===== src/rtl/core/stt_pkg.sv =====
// Package for the source text tokenizer: token kinds, scan modes, token
// record type and the character-class and keyword lookup functions.
// No dependencies.
`timescale 1ns / 1ps
`default_nettype none
package stt_pkg;

   localparam int POS_W = 16;
   localparam int OFF_W = 24;
   localparam int KW_CHARS = 8;
   localparam int LEN_W = 16;
   localparam int KIND_W = 6;
   localparam int TDATA_W = 80;

   localparam logic [KIND_W-1:0] KIND_IDENT   = 6'd15;
   localparam logic [KIND_W-1:0] KIND_INT     = 6'd16;
   localparam logic [KIND_W-1:0] KIND_STRING  = 6'd17;
   localparam logic [KIND_W-1:0] KIND_ASSIGN  = 6'd18;
   localparam logic [KIND_W-1:0] KIND_PLUS    = 6'd19;
   localparam logic [KIND_W-1:0] KIND_MINUS   = 6'd20;
   localparam logic [KIND_W-1:0] KIND_STAR    = 6'd21;
   localparam logic [KIND_W-1:0] KIND_SLASH   = 6'd22;
   localparam logic [KIND_W-1:0] KIND_PERCENT = 6'd23;
   localparam logic [KIND_W-1:0] KIND_BANG    = 6'd24;
   localparam logic [KIND_W-1:0] KIND_LT      = 6'd25;
   localparam logic [KIND_W-1:0] KIND_GT      = 6'd26;
   localparam logic [KIND_W-1:0] KIND_LPAREN  = 6'd27;
   localparam logic [KIND_W-1:0] KIND_RPAREN  = 6'd28;
   localparam logic [KIND_W-1:0] KIND_LBRACE  = 6'd29;
   localparam logic [KIND_W-1:0] KIND_RBRACE  = 6'd30;
   localparam logic [KIND_W-1:0] KIND_LBRACK  = 6'd31;
   localparam logic [KIND_W-1:0] KIND_RBRACK  = 6'd32;
   localparam logic [KIND_W-1:0] KIND_COMMA   = 6'd33;
   localparam logic [KIND_W-1:0] KIND_SEMI    = 6'd34;
   localparam logic [KIND_W-1:0] KIND_COLON   = 6'd35;
   localparam logic [KIND_W-1:0] KIND_EQ      = 6'd36;
   localparam logic [KIND_W-1:0] KIND_NE      = 6'd37;
   localparam logic [KIND_W-1:0] KIND_LE      = 6'd38;
   localparam logic [KIND_W-1:0] KIND_GE      = 6'd39;
   localparam logic [KIND_W-1:0] KIND_AND     = 6'd40;
   localparam logic [KIND_W-1:0] KIND_OR      = 6'd41;
   localparam logic [KIND_W-1:0] KIND_ADD_EQ  = 6'd42;
   localparam logic [KIND_W-1:0] KIND_SUB_EQ  = 6'd43;
   localparam logic [KIND_W-1:0] KIND_INC     = 6'd44;
   localparam logic [KIND_W-1:0] KIND_DEC     = 6'd45;
   localparam logic [KIND_W-1:0] KIND_END     = 6'd46;
   localparam logic [KIND_W-1:0] KIND_UNKNOWN = 6'd47;
   localparam logic [KIND_W-1:0] KIND_NONE    = 6'd63;

   typedef enum logic [2:0] {
      MODE_IDLE, MODE_WORD, MODE_NUMBER, MODE_STRING, MODE_OPER, MODE_LINE, MODE_BLOCK
   } mode_type;

   typedef struct packed {
      logic [LEN_W-1:0]  len;
      logic [OFF_W-1:0]  offset;
      logic [POS_W-1:0]  column;
      logic [POS_W-1:0]  line;
      logic [KIND_W-1:0] kind;
      logic              last;
   } token_type;

   localparam logic [63:0] KW_TEXT [15] = '{
      64'h74656c, 64'h6e66, 64'h6e7275746572, 64'h6669, 64'h65736c65,
      64'h656c696877, 64'h726f66, 64'h746e697270, 64'h7475706e69,
      64'h7265626d756e7369, 64'h676e697274737369, 64'h74697865,
      64'h736261, 64'h65757274, 64'h65736c6166};
   localparam logic [3:0] KW_LEN [15] = '{
      4'd3, 4'd2, 4'd6, 4'd2, 4'd4, 4'd5, 4'd3, 4'd5, 4'd5, 4'd8, 4'd8, 4'd4, 4'd3,
      4'd4, 4'd5};

   function automatic logic [KIND_W-1:0] word_kind(input logic [63:0] buf_v,
                                                   input logic [LEN_W-1:0] len);
      logic [KIND_W-1:0] k;
      k = KIND_IDENT;
      for (int i = 14; i >= 0; i--) begin
         if (len == LEN_W'(KW_LEN[i]) && buf_v == KW_TEXT[i]) k = KIND_W'(i);
      end
      return k;
   endfunction

   function automatic logic is_space(input logic [7:0] c);
      return c == 8'h20 || (c >= 8'd9 && c <= 8'd13);
   endfunction

   function automatic logic is_digit(input logic [7:0] c);
      return c >= "0" && c <= "9";
   endfunction

   function automatic logic is_alpha(input logic [7:0] c);
      return (c >= "a" && c <= "z") || (c >= "A" && c <= "Z");
   endfunction

   // KIND_NONE when the byte cannot open a two-character operator
   function automatic logic [KIND_W-1:0] lone_kind(input logic [7:0] p);
      case (p)
         "+":     return KIND_PLUS;
         "-":     return KIND_MINUS;
         "=":     return KIND_ASSIGN;
         "!":     return KIND_BANG;
         "<":     return KIND_LT;
         ">":     return KIND_GT;
         "/":     return KIND_SLASH;
         "&":     return KIND_UNKNOWN;
         "|":     return KIND_UNKNOWN;
         default: return KIND_NONE;
      endcase
   endfunction

   function automatic logic [KIND_W-1:0] pair_kind(input logic [7:0] p, input logic [7:0] c);
      logic [KIND_W-1:0] k;
      k = KIND_NONE;
      if (p == "+" && c == "=") k = KIND_ADD_EQ;
      else if (p == "+" && c == "+") k = KIND_INC;
      else if (p == "-" && c == "=") k = KIND_SUB_EQ;
      else if (p == "-" && c == "-") k = KIND_DEC;
      else if (c == "=" && p == "=") k = KIND_EQ;
      else if (c == "=" && p == "!") k = KIND_NE;
      else if (c == "=" && p == "<") k = KIND_LE;
      else if (c == "=" && p == ">") k = KIND_GE;
      else if (p == "&" && c == "&") k = KIND_AND;
      else if (p == "|" && c == "|") k = KIND_OR;
      return k;
   endfunction

   function automatic logic [KIND_W-1:0] single_kind(input logic [7:0] c);
      case (c)
         "(":     return KIND_LPAREN;
         ")":     return KIND_RPAREN;
         "{":     return KIND_LBRACE;
         "}":     return KIND_RBRACE;
         "[":     return KIND_LBRACK;
         "]":     return KIND_RBRACK;
         ",":     return KIND_COMMA;
         ";":     return KIND_SEMI;
         ":":     return KIND_COLON;
         "*":     return KIND_STAR;
         "%":     return KIND_PERCENT;
         default: return KIND_UNKNOWN;
      endcase
   endfunction

endpackage
`default_nettype wire


===== src/rtl/core/stt_scan.sv =====
// Scan state registers and the single-pass next-state logic: one byte in,
// up to two finished tokens out. Depends on stt_pkg.
`timescale 1ns / 1ps
`default_nettype none
module stt_scan (
   input  wire logic               clock,
   input  wire logic               reset,
   input  wire logic               byte_valid,
   input  wire logic [7:0]         byte_code,
   output stt_pkg::token_type      tok_0,
   output stt_pkg::token_type      tok_1,
   output logic [1:0]              tok_count
);
   import stt_pkg::*;

   localparam logic [POS_W-1:0] POS_MAX = {POS_W{1'b1}};
   localparam logic [OFF_W-1:0] OFF_MAX = {OFF_W{1'b1}};
   localparam logic [LEN_W-1:0] LEN_MAX = {LEN_W{1'b1}};

   mode_type         mode_ff, mode_in;
   logic [7:0]       pend_ff, pend_in;
   logic             esc_ff, esc_in;
   logic [63:0]      wbuf_ff, wbuf_in;
   logic [LEN_W-1:0] tlen_ff, tlen_in;
   logic [POS_W-1:0] line_ff, line_in, col_ff, col_in, sline_ff, sline_in, scol_ff, scol_in;
   logic [OFF_W-1:0] off_ff, off_in, soff_ff, soff_in;

   logic [POS_W-1:0] adv_line, adv_col;
   logic [OFF_W-1:0] adv_off;
   logic [LEN_W-1:0] tlen_inc;
   logic             go_idle, done;
   logic [KIND_W-1:0] pk;
   token_type        tok [2];
   logic [1:0]       n;
   logic [7:0]       c;

   assign c = byte_code;

   always_comb begin
      adv_line = line_ff;
      adv_col  = col_ff;
      if (c == 8'h0a) begin
         if (line_ff != POS_MAX) adv_line = line_ff + 1'b1;
         adv_col = POS_W'(1);
      end else if (col_ff != POS_MAX) begin
         adv_col = col_ff + 1'b1;
      end
      adv_off  = (off_ff != OFF_MAX) ? off_ff + 1'b1 : off_ff;
      tlen_inc = (tlen_ff != LEN_MAX) ? tlen_ff + 1'b1 : tlen_ff;
   end

   always_comb begin
      mode_in = mode_ff;  pend_in = pend_ff;  esc_in = esc_ff;
      wbuf_in = wbuf_ff;  tlen_in = tlen_ff;
      line_in = line_ff;  col_in = col_ff;    off_in = off_ff;
      sline_in = sline_ff; scol_in = scol_ff; soff_in = soff_ff;
      tok[0] = '0;  tok[1] = '0;
      n = 2'd0;  go_idle = 1'b0;  done = 1'b0;
      pk = pair_kind(pend_ff, c);

      case (mode_ff)
         MODE_WORD: begin
            if (is_alpha(c) || is_digit(c) || c == "_") begin
               if (tlen_ff < LEN_W'(KW_CHARS)) wbuf_in[8*tlen_ff[2:0] +: 8] = c;
               tlen_in = tlen_inc;
               done = 1'b1;
            end else begin
               tok[0] = '{len: tlen_ff, offset: soff_ff, column: scol_ff, line: sline_ff,
                          kind: (tlen_ff > LEN_W'(KW_CHARS)) ? KIND_IDENT
                                : word_kind(wbuf_ff, tlen_ff), last: 1'b0};
               n = 2'd1;  mode_in = MODE_IDLE;  go_idle = 1'b1;
            end
         end
         MODE_NUMBER: begin
            if (is_digit(c)) begin
               tlen_in = tlen_inc;
               done = 1'b1;
            end else begin
               tok[0] = '{len: tlen_ff, offset: soff_ff, column: scol_ff, line: sline_ff,
                          kind: KIND_INT, last: 1'b0};
               n = 2'd1;  mode_in = MODE_IDLE;  go_idle = 1'b1;
            end
         end
         MODE_STRING: begin
            tok[0] = '{len: tlen_ff, offset: soff_ff, column: scol_ff, line: sline_ff,
                       kind: KIND_STRING, last: 1'b0};
            if (c == 8'h00) begin
               n = 2'd1;  mode_in = MODE_IDLE;  go_idle = 1'b1;
            end else if (c == "\"" && !esc_ff) begin
               n = 2'd1;  mode_in = MODE_IDLE;  done = 1'b1;
            end else begin
               esc_in  = (c == "\\");
               tlen_in = tlen_inc;
               done = 1'b1;
            end
         end
         MODE_OPER: begin
            if (pend_ff == "/" && c == "/") begin
               mode_in = MODE_LINE;  done = 1'b1;
            end else if (pend_ff == "/" && c == "*") begin
               mode_in = MODE_BLOCK;  esc_in = 1'b0;  done = 1'b1;
            end else begin
               mode_in = MODE_IDLE;
               pend_in = 8'h00;
               tok[0] = '{len: LEN_W'(2), offset: soff_ff, column: scol_ff, line: sline_ff,
                          kind: pk, last: 1'b0};
               n = 2'd1;
               if (pk != KIND_NONE) begin
                  done = 1'b1;
               end else begin
                  tok[0].len  = LEN_W'(1);
                  tok[0].kind = (lone_kind(pend_ff) != KIND_NONE) ? lone_kind(pend_ff)
                                                                 : KIND_UNKNOWN;
                  go_idle = 1'b1;
               end
            end
         end
         MODE_LINE: begin
            if (c == 8'h00 || c == 8'h0a) begin
               mode_in = MODE_IDLE;  go_idle = 1'b1;
            end else begin
               done = 1'b1;
            end
         end
         MODE_BLOCK: begin
            if (c == 8'h00) begin
               mode_in = MODE_IDLE;  esc_in = 1'b0;  go_idle = 1'b1;
            end else begin
               if (esc_ff && c == "/") begin
                  mode_in = MODE_IDLE;  esc_in = 1'b0;
               end else begin
                  esc_in = (c == "*");
               end
               done = 1'b1;
            end
         end
         default: begin
            mode_in = MODE_IDLE;  go_idle = 1'b1;
         end
      endcase

      if (done) begin
         line_in = adv_line;  col_in = adv_col;  off_in = adv_off;
      end

      if (go_idle) begin
         if (c == 8'h00) begin
            // end token at the current position, then back to reset state
            tok[n[0]] = '{len: '0, offset: off_ff, column: col_ff, line: line_ff,
                          kind: KIND_END, last: 1'b0};
            n = n + 2'd1;
            mode_in = MODE_IDLE;  pend_in = 8'h00;  esc_in = 1'b0;  wbuf_in = '0;
            tlen_in = '0;  line_in = POS_W'(1);  col_in = POS_W'(1);  off_in = '0;
            sline_in = '0;  scol_in = '0;  soff_in = '0;
         end else begin
            line_in = adv_line;  col_in = adv_col;  off_in = adv_off;
            if (!is_space(c)) begin
               sline_in = line_ff;  scol_in = col_ff;  soff_in = off_ff;
               if (is_digit(c)) begin
                  tlen_in = LEN_W'(1);  mode_in = MODE_NUMBER;
               end else if (is_alpha(c) || c == "_") begin
                  wbuf_in = {56'h0, c};  tlen_in = LEN_W'(1);  mode_in = MODE_WORD;
               end else if (c == "\"") begin
                  soff_in = adv_off;  tlen_in = '0;  esc_in = 1'b0;  mode_in = MODE_STRING;
               end else if (lone_kind(c) != KIND_NONE) begin
                  pend_in = c;  mode_in = MODE_OPER;
               end else begin
                  tok[n[0]] = '{len: LEN_W'(1), offset: off_ff, column: col_ff,
                                line: line_ff, kind: single_kind(c), last: 1'b0};
                  n = n + 2'd1;
               end
            end
         end
      end

      if (n == 2'd1) tok[0].last = 1'b1;
      if (n == 2'd2) tok[1].last = 1'b1;
   end

   assign tok_0 = tok[0];
   assign tok_1 = tok[1];
   assign tok_count = byte_valid ? n : 2'd0;

   always_ff @(posedge clock) begin
      if (reset) begin
         mode_ff <= MODE_IDLE;  pend_ff <= 8'h00;  esc_ff <= 1'b0;  wbuf_ff <= '0;
         tlen_ff <= '0;  line_ff <= POS_W'(1);  col_ff <= POS_W'(1);  off_ff <= '0;
         sline_ff <= '0;  scol_ff <= '0;  soff_ff <= '0;
      end else if (byte_valid) begin
         mode_ff <= mode_in;  pend_ff <= pend_in;  esc_ff <= esc_in;  wbuf_ff <= wbuf_in;
         tlen_ff <= tlen_in;  line_ff <= line_in;  col_ff <= col_in;  off_ff <= off_in;
         sline_ff <= sline_in;  scol_ff <= scol_in;  soff_ff <= soff_in;
      end
   end

endmodule
`default_nettype wire


===== src/rtl/core/stt_queue.sv =====
// Four-entry result queue: takes up to two tokens a cycle, gives one.
// Depends on stt_pkg.
`timescale 1ns / 1ps
`default_nettype none
module stt_queue (
   input  wire logic               clock,
   input  wire logic               reset,
   input  wire stt_pkg::token_type push_0,
   input  wire stt_pkg::token_type push_1,
   input  wire logic [1:0]         push_count,
   output logic                    room_two,
   output logic                    pop_valid,
   input  wire logic               pop_ready,
   output stt_pkg::token_type      pop_data
);
   import stt_pkg::*;

   token_type  store [4];
   logic [1:0] wp_ff, wp_in, rp_ff, rp_in;
   logic [2:0] cnt_ff, cnt_in;
   logic       pop;

   assign pop       = pop_valid && pop_ready;
   assign pop_valid = cnt_ff != 3'd0;
   assign pop_data  = store[rp_ff];
   assign room_two  = cnt_ff <= 3'd2;
   assign wp_in     = wp_ff + push_count;
   assign rp_in     = rp_ff + {1'b0, pop};
   assign cnt_in    = cnt_ff + {1'b0, push_count} - {2'b0, pop};

   always_ff @(posedge clock) begin
      if (push_count != 2'd0) store[wp_ff] <= push_0;
      if (push_count == 2'd2) store[wp_ff + 2'd1] <= push_1;
   end

   always_ff @(posedge clock) begin
      if (reset) begin
         wp_ff <= '0;  rp_ff <= '0;  cnt_ff <= '0;
      end else begin
         wp_ff <= wp_in;  rp_ff <= rp_in;  cnt_ff <= cnt_in;
      end
   end

endmodule
`default_nettype wire


===== src/rtl/core/source_text_tokenizer_core.sv =====
// Source text tokenizer, top level: byte stream in, token stream out.
// Depends on stt_pkg, stt_scan and stt_queue.
// Output: a token that ends on a byte beat is written into the result queue, whose
// head drives rsp. Throughput: one byte beat per cycle while the four-entry result
// queue has room for two tokens; the queue drains one token per cycle while rsp_tready is high.
// Reset: synchronous, active high; scan state to idle, line and column 1.
`timescale 1ns / 1ps
`default_nettype none
module source_text_tokenizer_core (
   input  wire logic                      clock,
   input  wire logic                      reset,
   input  wire logic                      req_tvalid,
   output logic                           req_tready,
   input  wire logic [7:0]                req_tdata,   // [7:0] char_code
   output logic                           rsp_tvalid,
   input  wire logic                      rsp_tready,
   output logic [stt_pkg::TDATA_W-1:0]    rsp_tdata,   // token_kind, start_line,
                                                       // start_column, text_offset,
                                                       // text_length, zero pad
   output logic                           rsp_tlast    // last token caused by one byte beat
);
   import stt_pkg::*;

   token_type  tok_0, tok_1, head;
   logic [1:0] tok_count;
   logic       room_two, byte_take;

   // take a byte only when both possible tokens of it fit in the queue
   assign req_tready = room_two;
   assign byte_take  = req_tvalid && req_tready;

   stt_scan u_scan (
      .clock     (clock),
      .reset     (reset),
      .byte_valid(byte_take),
      .byte_code (req_tdata),
      .tok_0     (tok_0),
      .tok_1     (tok_1),
      .tok_count (tok_count)
   );

   stt_queue u_queue (
      .clock     (clock),
      .reset     (reset),
      .push_0    (tok_0),
      .push_1    (tok_1),
      .push_count(tok_count),
      .room_two  (room_two),
      .pop_valid (rsp_tvalid),
      .pop_ready (rsp_tready),
      .pop_data  (head)
   );

   // pack fields from the lowest bit up, pad to whole bytes
   assign rsp_tdata = {2'b00, head.len, head.offset, head.column, head.line, head.kind};
   assign rsp_tlast = head.last;

endmodule
`default_nettype wire


===== config.mk =====
export PLATFORM = sky130hd
export DESIGN_NAME = source_text_tokenizer_core
export DESIGN_NICKNAME = d
export VERILOG_FILES = /design/src/rtl/core/stt_pkg.sv /design/src/rtl/core/stt_scan.sv /design/src/rtl/core/stt_queue.sv /design/src/rtl/core/source_text_tokenizer_core.sv
export SDC_FILE = /design/constraint.sdc
export NUM_CORES = 1
export LEC_CHECK = 0
export BUFFER_PORTS_ARGS = -buffer_cell sky130_fd_sc_hd__buf_2
export CORE_MARGIN = 10
export CORE_UTILIZATION = 35
export CTS_BUF_LIST = sky130_fd_sc_hd__clkbuf_8
export DETAILED_ROUTE_END_ITERATION = 7
export SLEW_MARGIN = 10
export SYNTH_ARGS = -nofsm -noshare
export SYNTH_HDL_FRONTEND = slang
export SYNTH_SLANG_ARGS = --single-unit

===== constraint.sdc =====
create_clock -name clock -period 9.47 [get_ports clock]
set_input_delay 0.4735 -clock clock [delete_from_list [all_inputs] [get_ports clock]]
set_output_delay 0.4735 -clock clock [all_outputs]
set_load 0.05 [all_outputs]

Word-level counts from Yosys, hierarchy flattened
Memories as Yosys holds them, arrays and structs flattened. A register that Yosys moved wholly into a read port is not among the register bits.
Cells that the tools add are included.
{ "classes": {"bitwise": 1, "n_lt_le_gt_ge": 13, "n_reduce_logical": 52, "mux": 187, "addsub": 11, "n_eq_ne": 72, "n_shift": 2} }
{ "ops": {"columns": ["op", "count"], "rows": [
  ["158-bit 2-to-1 mux", 7],
  ["64-bit 2-to-1 mux", 8],
  ["16-bit 2-to-1 mux", 25],
  ["79-bit 2-to-1 mux", 5],
  ["158-bit bitwise mux", 2],
  ["79-bit case mux with 4 select lines", 1],
  ["64-bit by 39-bit == test with 1-bit output, second input constant", 4],
  ["24-bit 2-to-1 mux", 9],
  ["8-bit by 6-bit == test with 1-bit output, second input constant", 25],
  ["64-bit by 23-bit == test with 1-bit output, second input constant", 3],
  ["64-bit by 31-bit == test with 1-bit output, second input constant", 3],
  ["6-bit 2-to-1 mux", 28],
  ["64-bit by 15-bit == test with 1-bit output, second input constant", 2],
  ["64-bit by 63-bit == test with 1-bit output, second input constant", 2],
  ["6-bit case mux with 8 select lines", 2],
  ["8-bit 2-to-1 mux", 10],
  ["79-bit demux with 1-bit select", 1],
  ["6-bit case mux with 11 select lines", 1],
  ["64-bit bitwise mux", 1],
  ["64-bit by 47-bit == test with 1-bit output, second input constant", 1],
  ["8-bit by 7-bit == test with 1-bit output, second input constant", 8],
  ["8-bit by 34-bit variable shift with 64-bit output, first input constant", 1],
  ["8-bit by 34-bit indexed part select with 64-bit output", 1],
  ["3-bit 2-to-1 mux", 20],
  ["51 further kinds", 168]
]} }
{ "totals": {"wordCells": 353, "inputBits": 12, "reg_bits": 211, "mem_count": 1, "output_inout_bits": 83, "ramBits": 316} }
{ "memory_table": {"columns": ["name", "depth", "width", "rd", "rd_ports_with_merged_regs", "wr", "line", "text"], "rows": [
  ["u_queue.store", 4, 79, 1, 1, 2, "stt_queue.sv:18", "token_type store [4];"]
]} }

Logic depth before layout (Yosys ltp)
Gate-level depths: netlist (run 1).
{ "logic_depth": {"depth_word": 35, "mapped_depth": 20} }

Modules after synthesis
Synthesis (run 1) repeated with hierarchy kept, for this count alone.
{ "hier_totals": {"cells_unflattened": 2492, "area_unflattened_um2": 28806.4} }
{ "modules_own_cells": {"columns": ["mod", "area_each_um2", "seq_area_each_um2", "cells_per_inst", "n_inst"], "rows": [
  ["stt_queue", 15566.2, 9629.2, 809, 1],
  ["stt_scan", 13215.2, 4083.9, 1679, 1],
  ["source_text_tokenizer_core", 25.0, 0.0, 4, 1]
]} }

Least setup slack after synthesis (run 1)
No wires, ideal clock.
{ "synth_timing": {"path_kind": "input -> register", "startpoint": "input req_tdata[3]", "endpoint": "memory u_queue.store[0][0] in the netlist's numbering (enable)", "required_time_ns": 8.928, "arrival_ns": 6.989, "cell_stages": 16, "setup_ns": 0.542, "n_path_buf": 5, "setup_slack_ns": 1.939, "path_cell_list": "buf_2 -> or4_4 -> nand2b_1 -> buf_2 -> o21a_1 -> o2111a_1 -> buf_4 -> inv_2 -> ha_1 -> nand3_1 -> a21oi_2 -> o2111a_1 -> buf_2 -> buf_4 -> nand2_1 -> a21oi_1"} }
{ "synth_lines": {"columns": ["item", "line", "text"], "rows": [
  ["start: declaration", "source_text_tokenizer_core.sv:14", "input wire logic [7:0] req_tdata,"],
  ["end: declaration", "stt_queue.sv:18", null]
]} }

==> results of run 1 <==
## cells by family (layout without fill, tap and decap cells)
family / Yosys count / count (layout) / synth area share
mux: 110 / 110 / 0.07358
other cells: 1 / 4 / 0.0001320
compound gates: 562 / 562 / 0.1249
xor+xnor: 65 / 65 / 0.02004
fa+ha+maj: 15 / 15 / 0.006870
buf+inv: 288 / 317 / 0.04320
flops: 527 / 527 / 0.4826
simple gates: 1432 / 1432 / 0.2487
## how the worst max path moves through the flow
stage	slack, ns	start	to	cells after the start
after floorplan	1.94	req_tdata[3]	u_queue.store[0][0]	16
after global placement	3.34	req_tdata[1]	u_queue.store[2][68]	15
after detailed placement	3.30	req_tdata[1]	u_queue.store[2][70]	15
after CTS	4.01	u_scan.pend_ff[5]	u_queue.store[3][65]	11
after global routing	3.65	u_scan.pend_ff[5]	u_queue.store[3][71]	11
final	3.98	u_scan.mode_ff[0]	u_queue.store[2][4]	13
## synthesized netlist by cell type (38+ instances only)
library cell and n:
nand2_1 397, edfxtp_1 316, nand3_1 297, nor2_1 275, dfxtp_1 211, clkbuf_1 176, o21ai_0 163, o22ai_1 120
a21oi_1 105, mux4_2 79, nor2b_1 71, and2_1 69, and3_1 62, nor3_1 62, buf_2 44, a22oi_1 41
nand4_1 39, xor2_1 38
## report_power, final
| part | internal [mW] | switching, mW | leakage (nW) | total, mW |
|---|---|---|---|---|
| clock network | 1.04 | 0.994 | 1.00 | 2.04 |
| registers | 2.68 | 0.124 | 4.79 | 2.81 |
| logic | 0.577 | 1.71 | 5.88 | 2.29 |
## flip-flops by register name (all words and copies together), names as in the netlist
register / flops
u_scan.esc_ff: 1
u_queue.rp_ff: 2
u_scan.soff_ff: 24
u_scan.tlen_ff: 16
u_scan.off_ff: 24
u_queue.cnt_ff: 3
u_scan.line_ff: 16
u_scan.pend_ff: 8
u_queue.wp_ff: 2
u_scan.col_ff: 16
u_scan.scol_ff: 16
u_queue.store: 316
u_scan.mode_ff: 3
u_scan.sline_ff: 16
u_scan.wbuf_ff: 64
## layout make-up
type                       count  area, um2  share of cell area
clock buffer                  94       1294             0.04142
antenna                        2      5.005           0.0001603
timing repair buffer         132      763.2             0.02444
clock inverter                73      450.4             0.01442
sequential                   527      13720              0.4393
multi-input combinational   2186      13600              0.4356
tap                         1060       1326             0.04247
inverter                      18      67.56            0.002163
## per-layer routing
layer  global-route usage  wire length (um)  vias to the layer above
li1                     -                 -                    10983
met1               0.2442             37990                    11370
met2               0.2862             39320                      950
met3              0.03451              7097                      158
met4              0.05394              2040                        4
met5                    0                26                        -
## critical path: stages, from the launching register on
cell      delay [ns]
dfxtp_1         0.64
nor2b_1         0.36
and2_1          0.23
o211ai_1        0.27
o2111a_1        0.41
inv_2           0.20
ha_1            0.16
nand3_1         0.09
a21oi_2         0.53
o2111a_4        0.59
nand2b_1        0.17
a21oi_4         0.16
buf_4           0.68
buf_4           0.58
## metrics by stage
stage	setup WS [ns]	hold WS (ns)	cell area (um2)	utilization	total power, mW
floorplan	1.939	0.4274	28420	-	4.500
global placement	3.340	0.4338	29480	0.3660	5.154
detailed placement	3.300	0.4412	29480	0.3660	5.172
CTS	4.008	0.1592	31230	0.3877	7.214
global route	3.649	0.2138	31230	0.3877	7.447
finish	3.982	0.1900	31230	0.3877	7.135
==> metrics, run 1 <==
CP Data Arrival Time 5.81 ns; max cap viols 0; clk_skew 0.03231 ns; most frequent cells in the layout nand2_1 (396), edfxtp_1 (316), nand3_1 (297); routability cong. 0.9351; synthesis-to-layout area growth 9.917%; TritonCTS Buffers 89; R2R Setup Slk 3.98 ns; Reg2Reg Launch Point u_scan.mode_ff[0]; CTS clock-pin slew for the worst setup and hold paths 0.06 ns; Hold Path Class primary input to flop; leak pwr 11.67 nW; Slew @ Worst Pin 1.231 ns; htree depth 3; initial antenna violation count 6; WS Path Type flop to flop; Initial DRC Count 2691; via density per instance 5.734; most common cell after layout, fill and taps aside nand2_1; Clock Root Buffer clkbuf_8; all-layer global routing usage 0.1798; layout cells sized above 1 0.1343; number of global-route vias before repair 22413; Crit. End Element flop; largest net degree at the start of global routing 82; RSZ-0062 raised after global routing no; Yosys warnings 0; core area 80550 um2; WL final 86.47 mm; CTS tree yes; Slew HR 0.1720; final non-filler cell total 4092; outcome complete, no violations; vias post-DR 23465; Avg WL per Cell 21.13 um; count of final hold-check violations 0; Finish-stage setup viols 0; post-synthesis sequential area ratio 0.4826; min Tclk post-route 5.488 ns; die height 304.9 um; synth unique cells 96; DR DRC count 0; post-synth top area share 0.3340; RR Endpoint u_queue.store[2][4]; final worst-path cycle share 0.5796; Cells after DPL 3923; row cnt 104; pwr/cell area 228.4 nW/um2; critical path peak fanout 48; number of flops mapped to enable cells by yosys 316; post-synthesis async set-or-reset flop share 0; Syn Std Cell Area 28410 um2; total gr overflow 0; hold_buf cts 0; Area contributors post-synth edfxtp_1 (33%), dfxtp_1 (15%), mux4_2 (6.3%), nand2_1 (5.2%), nand3_1 (5.2%); min-delay src reset; worst r2r path cells 13; Cells after Synth 3000; synthesized area per cell 9.471 um2; die area 92980 um2; Buffers on Ports 92; cell taking the most area after synthesis edfxtp_1; initial cell density of the core 0.3528; required time worst endpoint 9.80 ns; drt first pass iters 6; worst skew pair latency 0.72 ns; setup tns final 0 ns; Hold Crit Depth 2; die width 304.9 um; Hold EP u_queue.cnt_ff[1]; final antenna-violating net count 0; Final HPWL DP 53.39 mm; io pins 95; most used flip-flop cell after synthesis edfxtp_1; Worst VDD drop 144.6 uV; global-route wire length before repair 134.9 mm; CP Launch Type flop; clock sinks 527; Fillers 8008; Longest Clk Path Bufs 3; Yosys reg bits 527; FMAX 182.2 MHz; post_cts resized 0; Final Net Count 2981; Max Slew Vio Count 0; post-CTS setup buffers 0
No activity file was read; power rests on OpenSTA's default activity.
==> run 2, diff against run 1 <==
==> constraint.sdc (replaced) <==
create_clock -name clock -period 5.3 [get_ports clock]
set_input_delay 0.265 -clock clock [delete_from_list [all_inputs] [get_ports clock]]
set_output_delay 0.265 -clock clock [all_outputs]
set_load 0.05 [all_outputs]
==> run 2 against run 1 <==
Compared with the run above: worst setup slack got worse by 3.3 ns; combinational power up 81%; non-clock buffer count increased by 16; final cell count rose by 0.37%; routed wire length increased by 2.1%; clock-buffer cell count up 17; critical path type unchanged; critical endpoint is now u_queue.cnt_ff[2]; highest routed layer unchanged.
==> metrics, run 2 (same netlist as run 1, synthesis figures left out) <==
placement-stage cell area 29700 um2; top flop regs u_queue.store x316, u_scan.wbuf_ff x64; worst skew pair latency 0.69 ns; core area 80550 um2; Fillers 7889; combinational share of power 0.323; Max Slew Vio Count 0; number of global-route vias before repair 22850; row cnt 104; P_int 7.811 mW; die height 304.9 um; FF+latch area 13720 um2; CP Launch Type flop; Total Power 12.88 mW; final antenna-violating net count 0; met2 Use GR 0.2941; CP dominant cell by count ha_1; total gr overflow 0; Final HPWL DP 54.15 mm; design area 31510 um2; CTS clock-pin slew for the worst setup and hold paths 0.06 ns; Initial DRC Count 2336; RSZ-0062 raised after global routing no; Avg WL per Cell 21.50 um; most common cell after layout, fill and taps aside nand2_1; TritonCTS Buffers 89; critical path's slowest cell nor4_1; Clock Root Buffer clkbuf_8; DR DRC count 0; Slew @ Worst Pin 1.148 ns; Slew HR 0.2349; Net Sw Frac 0.3935; vias post-DR 23550; Longest Clk Path Bufs 3; Finish-stage setup viols 0; clock sinks 527; Final Net Count 2997; hold_buf cts 0; all-layer global routing usage 0.1835; final worst-path cycle share 0.8729; Crit. path cell count 17; via density per instance 5.734; global-route wire length before repair 137.0 mm; max cap viols 0; synthesis-to-layout area growth 10.89%; multi-input gate area in the final layout 13600 um2; outcome complete, no violations; post_cts resized 0; final non-filler cell total 4107; met3 Track Usage GR 0.03437; io pins 95; largest net degree at the start of global routing 116; Crit path largest cell delay 0.55 ns; Hold Crit Depth 3; initial antenna violation count 7; part of the power in registers 0.391; initial cell density of the core 0.3528; GR peak layer met2; pwr/cell area 408.7 nW/um2; Largest Register u_queue.store; critical path's top delay family simple AND/OR/NAND/NOR gates; Cells after DPL 3939; drt first pass iters 6; sw power 5.067 mW; post-layout util 0.3912; CP bufs+invs 3; routability cong. 0.9271; die width 304.9 um; Worst VDD drop 306.9 uV; clk_skew 0.04058 ns; post-CTS setup buffers 0; met1 usage 0.2473; FMAX 216.2 MHz; die area 92980 um2; CTS tree yes; Crit. End Element flop; max reg flops 316; htree depth 3; WS Path Type flop to flop; Hold Path Class primary input to flop; clock network power share 0.286; critical path peak fanout 10; layout cells sized above 1 0.1386; WL final 88.32 mm; leak pwr 11.82 nW; min Tclk post-route 4.626 ns; most frequent cells in the layout nand2_1 (396), edfxtp_1 (316), nand3_1 (297); required time worst endpoint 5.85 ns; crit-path cells or3b_1 -> nor4_1 -> a211o_2 -> o2111a_1 -> inv_2 -> ha_1 -> o21ai_2 -> nand2_1 -> nand2_1 -> ha_1 -> inv_1 -> ha_1 -> inv_1 -> fa_1 -> xnor2_1 -> xnor2_1 -> nor2_1; Buffers on Ports 92; count of final hold-check violations 0; setup tns final 0 ns; CP Data Arrival Time 5.18 ns; worst r2r path cells 17
run 2: cell types whose count changed in the layout (fill, tap and decap cells not counted), moves of 2 or more:
| cell | previous run | this run |
|---|---|---|
| clkbuf_8 | 94 | 111 |
| clkinv_2 | 23 | 9 |
| buf_12 | 0 | 8 |
| buf_4 | 41 | 49 |
| clkinv_1 | 14 | 10 |
| inv_1 | 41 | 45 |
| bufinv_16 | 4 | 1 |
| inv_6 | 3 | 0 |
| inv_8 | 1 | 3 |
run 2: layer usage:
metal,routed length (um),part of all wire
met5,43,0.00049
met4,1962,0.022
met3,6713,0.076
met2,41400,0.47
met1,38200,0.43
run 2: worst paths after layout:
check                startpoint  slack [ns]                  to
max reg2reg   u_scan.pend_ff[5]        0.67   u_queue.cnt_ff[2]
min reg2reg  u_scan.soff_ff[23]        0.45  u_scan.soff_ff[23]
max           u_scan.pend_ff[5]        0.67   u_queue.cnt_ff[2]
min                req_tdata[6]        0.10  u_scan.wbuf_ff[22]
run 2: worst min-delay path, stage by stage:
cell and delay (ns):
buf_2 0.22, a22oi_1 0.20, nor2_1 0.05
run 2: per-stage QoR:
| step | hold slack (ns) | setup WS (ns) |
|---|---|---|
| finish | 0.1027 | 0.6736 |
| CTS | 0.03157 | 0.6993 |
| global route | 0.1062 | 0.4105 |
| floorplan | 0.4274 | -0.04879 |
| detailed placement | 0.4409 | 0.6144 |
| global placement | 0.4337 | 0.6944 |
run 2: layout make-up:
cell class                      count  area share
Multi-Input combinational cell   2186      0.4318
Clock inverter                     54    0.008578
Antenna cell                        3   0.0002383
Tap cell                         1060     0.04209
Timing Repair Buffer              148     0.03121
Sequential cell                   527      0.4355
Clock buffer                      111     0.04849
Inverter                           18    0.002144
run 2: power by group through the flow:
| stage | registers [mW] | clock network (mW) | logic [mW] |
|---|---|---|---|
| finish | 5.04 | 3.68 | 4.15 |
| global route | 5.09 | 3.93 | 4.39 |
| CTS | 5.05 | 3.77 | 4.19 |
| detailed placement | 5.13 | 0 | 4.18 |
| global placement | 5.12 | 0 | 4.18 |
| floorplan | 4.96 | 0 | 3.06 |
